`src/hdl/atf_pkg.sv`:
```
// Shared types and constants for the averaging tree filter.
// No dependencies; compiled before every other file of the block.
package atf_pkg;

    localparam int WINDOW_TAPS = 5;
    localparam int HIST_DEPTH  = WINDOW_TAPS - 1;
    localparam int KERNEL_BITS = 3;

    typedef enum logic [KERNEL_BITS-1:0] {
        KERNEL_11    = 3'd0,
        KERNEL_112   = 3'd1,
        KERNEL_1111  = 3'd2,
        KERNEL_1133  = 3'd3,
        KERNEL_13    = 3'd4,
        KERNEL_1339  = 3'd5,
        KERNEL_11446 = 3'd6,
        KERNEL_NONE  = 3'd7
    } kernel_t;

endpackage

```
`src/hdl/atf_if.sv`:
```
// Valid/ready channel interfaces for the averaging tree filter.
// Standalone; the sample and result widths are set where they are instantiated.
interface atf_sample_if #(
    parameter int W = 16
);
    logic         valid;
    logic         ready;
    logic [W-1:0] sample;

    modport source (output valid, output sample, input ready);
    modport sink (input valid, input sample, output ready);
endinterface

interface atf_result_if #(
    parameter int W = 16
);
    logic         valid;
    logic         ready;
    logic [W-1:0] filtered;

    modport source (output valid, output filtered, input ready);
    modport sink (input valid, input filtered, output ready);
endinterface

```
`src/hdl/averaging_tree_filter_top.sv`:
```
// An accepted sample fills the window register; its result is held in result_reg.
// Throughput: one sample per cycle; the window register and the result register
// form a two-stage pipeline whose stages stall together when results back up.
// Reset clears the sample history to zero, sets the kernel to 0 and empties both stages.
// Depends on atf_pkg and the channel interfaces in atf_if.sv.
module averaging_tree_filter_top #(
    parameter int SAMPLE_BITS = 16
) (
    input  logic                        clk,
    input  logic                        rst_n,
    atf_sample_if.sink                  sample_ch,
    atf_result_if.source                result_ch,
    input  logic                        cfg_wen,
    input  logic [atf_pkg::KERNEL_BITS-1:0] cfg_wdata
);
    import atf_pkg::*;

    localparam int W = SAMPLE_BITS;

    typedef logic [W-1:0] sample_t;

    function automatic sample_t half_up(sample_t a, sample_t b);
        logic [W:0] sum;
        sum = {1'b0, a} + {1'b0, b} + {{W{1'b0}}, 1'b1};
        return sum[W:1];
    endfunction

    function automatic sample_t half_dn(sample_t a, sample_t b);
        logic [W:0] sum;
        sum = {1'b0, a} + {1'b0, b};
        return sum[W:1];
    endfunction

    kernel_t kernel_reg;
    sample_t hist_reg [HIST_DEPTH];
    sample_t taps_reg [WINDOW_TAPS];
    logic    s1_valid_reg;
    logic    s1_valid_next;
    sample_t result_reg;
    sample_t result_next;
    logic    out_valid_reg;
    logic    out_valid_next;
    logic    accept;
    logic    advance;

    assign advance         = s1_valid_reg && (!out_valid_reg || result_ch.ready);
    assign sample_ch.ready = !s1_valid_reg || advance;
    assign accept          = sample_ch.valid && sample_ch.ready;
    assign s1_valid_next   = accept || (s1_valid_reg && !advance);
    assign out_valid_next  = advance || (out_valid_reg && !result_ch.ready);

    assign result_ch.valid    = out_valid_reg;
    assign result_ch.filtered = result_reg;

    always_ff @(posedge clk or negedge rst_n)
    begin
        if (!rst_n)
        begin
            kernel_reg <= KERNEL_11;
        end
        else if (cfg_wen)
        begin
            kernel_reg <= kernel_t'(cfg_wdata);
        end
    end

    always_ff @(posedge clk or negedge rst_n)
    begin
        if (!rst_n)
        begin
            for (int i = 0; i < HIST_DEPTH; i++)
            begin
                hist_reg[i] <= '0;
            end
        end
        else if (accept)
        begin
            for (int i = 0; i < HIST_DEPTH - 1; i++)
            begin
                hist_reg[i] <= hist_reg[i+1];
            end
            hist_reg[HIST_DEPTH-1] <= sample_ch.sample;
        end
    end

    always_ff @(posedge clk)
    begin
        if (accept)
        begin
            for (int i = 0; i < HIST_DEPTH; i++)
            begin
                taps_reg[i] <= hist_reg[i];
            end
            taps_reg[HIST_DEPTH] <= sample_ch.sample;
        end
    end

    always_comb
    begin
        sample_t a, b, c, d, e, f, g, h, k, m;
        sample_t lo, hi, mid;
        a   = '0;
        b   = '0;
        c   = '0;
        d   = '0;
        e   = '0;
        f   = '0;
        g   = '0;
        h   = '0;
        k   = '0;
        m   = '0;
        lo  = '0;
        hi  = '0;
        mid = '0;
        result_next = '0;
        unique case (kernel_reg)
            KERNEL_11:
            begin
                m = half_up(taps_reg[0], taps_reg[1]);
                a = half_up(taps_reg[0], m);
                b = half_dn(taps_reg[1], m);
                result_next = half_dn(a, b);
            end
            KERNEL_112:
            begin
                a = half_up(taps_reg[1], taps_reg[2]);
                b = half_up(taps_reg[1], taps_reg[0]);
                result_next = half_dn(a, b);
            end
            KERNEL_1111:
            begin
                result_next = half_dn(half_up(taps_reg[0], taps_reg[1]),
                                      half_up(taps_reg[2], taps_reg[3]));
            end
            KERNEL_1133:
            begin
                lo  = half_dn(taps_reg[2], taps_reg[3]);
                hi  = half_up(taps_reg[2], taps_reg[3]);
                a   = half_up(taps_reg[0], taps_reg[1]);
                mid = half_up(lo, a);
                result_next = half_dn(hi, mid);
            end
            KERNEL_13:
            begin
                lo = half_dn(taps_reg[1], taps_reg[0]);
                hi = half_up(taps_reg[1], taps_reg[0]);
                a  = half_up(taps_reg[1], lo);
                b  = half_up(taps_reg[1], a);
                c  = half_dn(hi, a);
                result_next = half_dn(b, c);
            end
            KERNEL_1339:
            begin
                lo  = half_dn(taps_reg[3], taps_reg[0]);
                hi  = half_up(taps_reg[3], taps_reg[0]);
                mid = half_up(taps_reg[1], taps_reg[2]);
                a   = half_up(lo, mid);
                b   = half_up(hi, a);
                result_next = half_dn(taps_reg[1], b);
            end
            KERNEL_11446:
            begin
                a = half_dn(taps_reg[0], taps_reg[1]);
                b = half_dn(taps_reg[4], a);
                c = half_up(taps_reg[4], b);
                d = half_dn(taps_reg[2], taps_reg[3]);
                e = half_up(c, d);
                f = half_up(taps_reg[0], taps_reg[1]);
                g = half_up(taps_reg[4], f);
                h = half_up(taps_reg[4], g);
                k = half_up(taps_reg[2], taps_reg[3]);
                m = half_dn(h, k);
                result_next = half_dn(e, m);
            end
            default:
            begin
                result_next = '0;
            end
        endcase
    end

    always_ff @(posedge clk or negedge rst_n)
    begin
        if (!rst_n)
        begin
            s1_valid_reg  <= 1'b0;
            out_valid_reg <= 1'b0;
        end
        else
        begin
            s1_valid_reg  <= s1_valid_next;
            out_valid_reg <= out_valid_next;
        end
    end

    always_ff @(posedge clk)
    begin
        if (advance)
        begin
            result_reg <= result_next;
        end
    end

endmodule

```
`src/flat_wrapper.sv`:
```
// flat-port wrapper written by rule: the top's interface ports become plain ports
module averaging_tree_filter_top_flat import atf_pkg::*;
#(
    parameter int SAMPLE_BITS = 16
)
  (clk, rst_n, cfg_wen, cfg_wdata, sample_ch_valid, sample_ch_sample, sample_ch_ready, result_ch_valid, result_ch_filtered, result_ch_ready);
  atf_sample_if #(.W(SAMPLE_BITS)) sample_ch_i ();
  atf_result_if #(.W(SAMPLE_BITS)) result_ch_i ();
  input  logic clk;
  input  logic rst_n;
  input  logic cfg_wen;
  input  logic [atf_pkg::KERNEL_BITS-1:0] cfg_wdata;
  input wire logic [$bits(sample_ch_i.valid)-1:0] sample_ch_valid;
  input wire logic [$bits(sample_ch_i.sample)-1:0] sample_ch_sample;
  output wire logic [$bits(sample_ch_i.ready)-1:0] sample_ch_ready;
  output wire logic [$bits(result_ch_i.valid)-1:0] result_ch_valid;
  output wire logic [$bits(result_ch_i.filtered)-1:0] result_ch_filtered;
  input wire logic [$bits(result_ch_i.ready)-1:0] result_ch_ready;
  assign sample_ch_i.valid = sample_ch_valid;
  assign sample_ch_i.sample = sample_ch_sample;
  assign sample_ch_ready = sample_ch_i.ready;
  assign result_ch_valid = result_ch_i.valid;
  assign result_ch_filtered = result_ch_i.filtered;
  assign result_ch_i.ready = result_ch_ready;
  averaging_tree_filter_top #(.SAMPLE_BITS(SAMPLE_BITS)) u_core (.clk(clk), .rst_n(rst_n), .sample_ch(sample_ch_i), .result_ch(result_ch_i), .cfg_wen(cfg_wen), .cfg_wdata(cfg_wdata));
endmodule
```
`config.mk`:
```
export PLATFORM = sky130hd
export DESIGN_NAME = averaging_tree_filter_top_flat
export DESIGN_NICKNAME = d
export VERILOG_FILES = /design/src/hdl/atf_pkg.sv /design/src/hdl/atf_if.sv /design/src/hdl/averaging_tree_filter_top.sv /design/src/flat_wrapper.sv
export SDC_FILE = /design/constraint.sdc
export NUM_CORES = 1
export LEC_CHECK = 0
export BUFFER_PORTS_ARGS = -buffer_cell sky130_fd_sc_hd__buf_2
export CAP_MARGIN = 5
export CORE_MARGIN = 4
export CORE_UTILIZATION = 43
export DETAILED_ROUTE_END_ITERATION = 16
export PLACE_DENSITY_LB_ADDON = 0.3
export SLEW_MARGIN = 20
export SYNTH_ARGS = -nofsm -noshare
export SYNTH_HDL_FRONTEND = slang
export SYNTH_SLANG_ARGS = --single-unit
```
`constraint.sdc`:
```
create_clock -name clk -period 12.95 [get_ports clk]
set_input_delay 1.9425 -clock clk [delete_from_list [all_inputs] [get_ports clk]]
set_output_delay 1.9425 -clock clk [all_outputs]
set_load 0.005 [all_outputs]
```
# --- Yosys cells after proc, flatten, opt, wreduce, memory -nomap -nowiden ---
# Memory sizes are Yosys's and may differ from the RTL's.
# Index checks and enable logic that the tools add are counted.
word_totals:
  ff_bits: 85
  mem_bits_rw: 80
  inputBits: 24
  out_inout_bits: 18
  wordCells: 70
  mem_count: 1
op_classes:
  add_sub_neg: 39
  n_eq_ne: 6
  muxes: 3
  reduce_logical: 13
mem_list:
  columns: ["memory", "depth", "word_bits", "read_ports", "rd_ports_with_merged_regs", "write_ports", "line_no", "source"]
  rows:
  - ["u_core.taps_reg", 5, 16, 5, 0, 5, "averaging_tree_filter_top.sv:36", "sample_t taps_reg [WINDOW_TAPS];"]
ops:
  columns: ["operator", "count"]
  rows:
  - ["adder 16 x 16 -> 17 bit", 25]
  - ["adder 17 x 1 -> 17 bit (second input constant)", 14]
  - ["case mux 16 bit (7 select lines)", 1]
  - ["equality test 3 bit (second input constant)", 3]
  - ["equality test 3 x 2 -> 1 bit (second input constant)", 2]
  - ["logical AND 1 bit", 4]
  - ["logical NOT 1 bit", 4]
  - ["logical OR 1 bit", 4]
  - ["equality test 3 x 1 -> 1 bit (second input constant)", 1]
  - ["logical NOT 3 bit", 1]
  - ["2-to-1 mux 1 bit", 2]

# --- Logic depth before layout (Yosys ltp) ---
depth:
  word_depth: 9
  mapped_depth: 38
  ltp_nobuf: 38

# --- Worst setup path after synthesis ---
# OpenSTA, ideal clock, no wires.
synth_path:
  path_kind: "register -> register"
  startpoint: "memory u_core.taps_reg[0][17] in the netlist's numbering"
  endpoint: "register u_core.result_reg[13], in the netlist u_core.result_ch.filtered[13], data pin"
  arrival_time_ns: 7.556
  required_time_ns: 12.673
  path_slack_ns: 5.117
  stages_incl_launch_ff: 34
  n_path_buf: 0
  period_less_slack_ns: 7.833
  cell_sequence: "edfxtp_1 > inv_1 > fa_1 > xnor2_1 > xor2_1 > inv_1 > fa_1 > nor2b_1 > o21ai_0 > a21boi_0 > o21ai_0 > a21boi_0 > o21ai_0 > and2_1 > o21ai_0 > xor2_1 > ha_1 > and3_1 > o211a_1 > nor3_1 > xnor2_1 > ha_1 > nand3_1 > or4_1 > nand2_1 > xor2_1 > ha_1 > o21ai_0 > nand2b_1 > o31ai_1 > o211a_1 > nor3_1 > a2111oi_0 > o211ai_1"
synth_lines:
  columns: ["element", "line_no", "source"]
  rows:
  - ["start: declaration", "averaging_tree_filter_top.sv:36", null]
  - ["end signal: assignment", "averaging_tree_filter_top.sv:200", "result_reg <= result_next;"]
  - ["end: declaration", "averaging_tree_filter_top.sv:39", "sample_t result_reg;"]

==> impl_metrics.env <==
export IMPL_yosys_cell_types_count=76
export IMPL_tns_ns=0
export IMPL_regToRegEndpoint="u_core.result_ch.filtered[13]$_DFFE_PP_"
export IMPL_synthCells=2640
export IMPL_coreArea_um2=52400
export IMPL_dp_cells=3368
export IMPL_clkTransAtPathRegs_ns=0.10
export IMPL_worstPathRequired_ns=13.15
export IMPL_period_needed_ns=9.00
export IMPL_ys_flop_type="edfxtp_1"
export IMPL_cpPeakStageDelay_ns=0.74
export IMPL_skew_ns=0.0349
export IMPL_crit_path_max_fanout=7
export IMPL_io_pins=42
export IMPL_area_delta_synth_final_pct=7.73
export IMPL_cp_startpoint="u_core.taps_reg[0][17]$_DFFE_PP_"
export IMPL_synth_edf_count=96
export IMPL_hpwl_mm=65.2
export IMPL_grt_max_degree=81
export IMPL_placed_cell_area_um2=23900
export IMPL_cts_htree_levels=4
export IMPL_cpMostUsedCell="o21ai_0"
export IMPL_status="finished, final reports clean"
export IMPL_hold_class="reg2reg"
export IMPL_rr_worst_depth=33
export IMPL_viasPerCell=6.15
export IMPL_maxCapViolCount=0
export IMPL_worstSetupStartpointType="flop"
export IMPL_vias=20900
export IMPL_antenna_found_initial=1
export IMPL_ys_warn_count=0
export IMPL_syn_nets=3058
export IMPL_cts_buffers=17
export IMPL_io_buffer_count=41
export IMPL_yosys_register_bits=165
export IMPL_numClockSinks=165
export IMPL_cp_buffers_inverters=1
export IMPL_ys_seq_area_frac=0.203
export IMPL_gp_congestion=1.00
export IMPL_drv_slew=0
export IMPL_rows=84
export IMPL_layout_nets=3117
export IMPL_end_kind="flop"
export IMPL_grt_pass1_wl_mm=117
export IMPL_slowest_stage="xnor2_1"
export IMPL_cts_root_buf="clkbuf_16"
export IMPL_reg2reg_slack_ns=3.95
export IMPL_fmax_mhz=111
export IMPL_ctsResizeCount=0
export IMPL_netlist_area_um2=22700
export IMPL_tightest_slew_ns=1.21
export IMPL_async_flop_share=0.418
export IMPL_rsz0062_at_grt="false"
export IMPL_cts_setup_buffers=0
export IMPL_hold_viol_final=0
export IMPL_crit_family="compound AO/OA/AOI/OAI gates"
export IMPL_antenna_cells=0
export IMPL_layout_drive_gt1_share=0.0774
export IMPL_dieWidth_um=238
export IMPL_die_h_um=238
export IMPL_cts_hold_buf=0
export IMPL_grt_use_total=0.269
export IMPL_wire_per_inst_um=22.9
export IMPL_overflow=0
export IMPL_grt_pass1_vias=20100
export IMPL_clockBufferDepth=2
export IMPL_largest_reg_flops=80
export IMPL_path_class="reg2reg"
export IMPL_period_share=0.695
export IMPL_fin_ws_ns=3.95
export IMPL_layoutNonFillerInstCount=3400
export IMPL_rr_startpoint="u_core.taps_reg[0][17]$_DFFE_PP_"
export IMPL_cp_num_cells=33
export IMPL_clk_latency_ns=0.50
export IMPL_endpoint="u_core.result_ch.filtered[13]$_DFFE_PP_"
export IMPL_drc=0
export IMPL_drtPass1Iterations=5
export IMPL_maxSlewHeadroom=0.184
export IMPL_syn_avg_cell_area_um2=8.61
export IMPL_fin_area_um2=24500
export IMPL_drt_iter0_markers=1672
export IMPL_dp_slack_ns=3.94
export IMPL_setup_viol=0
export IMPL_die_area_um2=56600
export IMPL_arrival_ns=9.20
export IMPL_ant_nets=0
export IMPL_cts_tree="yes"
export IMPL_routed_wl_mm=78.0
export IMPL_start_util=0.434
## cells in the mapped netlist, types with 15 or more instances
cell type	number	area [µm²]
nand2_1	169	634
nand2b_1	34	213
a31oi_1	36	225
a211oi_1	34	255
o21a_1	53	398
xor2_1	86	753
a21o_1	66	495
mux2_2	71	800
o211ai_1	19	143
and3_1	33	206
and2_1	18	113
edfxtp_1	96	2880
o21bai_1	27	203
o31ai_1	17	128
o22ai_1	15	93.8
clkbuf_1	19	71.3
nor2_1	252	946
or3_1	38	238
a21oi_1	199	996
xnor2_1	243	2130
nand3_1	78	390
ha_1	370	4630
o21ai_0	128	641
nor3_1	99	495
dfrtp_1	69	1730
nor2b_1	52	325
inv_1	76	285
nand4_1	18	113
fa_1	24	480
## cell type report
type                       count  area [µm²]
clock buffer                  18         429
clock inverter                14         133
fill                        5001       28000
inverter                      76         287
multi-input combinational   2376       17800
sequential                   165        4610
tap                          688         861
timing repair buffer          63         373
## cell usage in the layout (no fill, tap or decap), drive strengths merged, types with 24 or more instances in the layout
master  netlist  routed
o21a         53      53
nor2b        52      52
a31oi        36      36
edfxtp       96      96
nand2       169     169
a21oi       199     199
mux2         71      71
nor2        252     252
xnor2       243     243
and3         33      33
nor3         99      99
inv          76      83
fa           24      24
a211oi       34      34
nand3        78      78
buf           4      63
ha          370     370
dfrtp        69      69
o21ai       129     129
a21o         66      66
xor2         86      86
nand2b       34      34
o21bai       27      27
or3          38      38
## metal layers
layer | global-route usage | up-vias | part of all wire
met5 | 0 | - | 0.00019
met4 | 0.115 | 2 | 0.045
met3 | 0.0368 | 157 | 0.068
met2 | 0.428 | 746 | 0.44
met1 | 0.369 | 10000 | 0.45
li1 | - | 9998 | -
## worst reg2reg max path, delay by kind of cell, from the launching register on
kind,cells,cell delay (ns)
compound gates,16,3.26
xor+xnor,5,1.84
fa+ha+maj,5,1.82
buf+inv,1,0.29
flops,1,0.54
simple gates,6,0.95
## metrics by stage
stage	util	hold slack [ns]
2_1_floorplan	-	0.419
5_1_grt	0.467	0.440
4_1_cts	0.467	0.428
6_report	0.467	0.424
3_5_place_dp	0.456	0.428
3_3_place_gp	0.456	0.424
## cell families (layout without fill, tap and decap cells)
kind of cell               after synthesis  after routing  share of synthesized area
buffers and inverters                   99            171                     0.0166
DFF                                    165            165                      0.203
and+or+nand+nor                        860            860                      0.185
xor gates and xnor gates               329            329                      0.127
adders and majority gates              394            394                      0.225
muxes                                   76             76                     0.0374
AOI/OAI and AO/OA                      717            717                      0.206
## worst min-delay path by stage
stage / start / to / slack, ns / cells after the start
3_5_place_dp: u_core.hist_reg[51]$_DFFE_PN0P_ / u_core.taps_reg[0][3]$_DFFE_PP_ / 0.43 / 0
5_1_grt: u_core.hist_reg[48]$_DFFE_PN0P_ / u_core.taps_reg[0][0]$_DFFE_PP_ / 0.44 / 0
3_3_place_gp: u_core.hist_reg[56]$_DFFE_PN0P_ / u_core.taps_reg[0][8]$_DFFE_PP_ / 0.42 / 0
4_1_cts: u_core.hist_reg[55]$_DFFE_PN0P_ / u_core.taps_reg[0][7]$_DFFE_PP_ / 0.43 / 0
2_1_floorplan: u_core.hist_reg[48]$_DFFE_PN0P_ / u_core.taps_reg[0][0]$_DFFE_PP_ / 0.42 / 0
6_report: u_core.hist_reg[55]$_DFFE_PN0P_ / u_core.taps_reg[0][7]$_DFFE_PP_ / 0.42 / 0
Power is left out: the tool's default activity adds up to more than one toggle a clock period on the data nets, which glitch-free logic cannot reach.
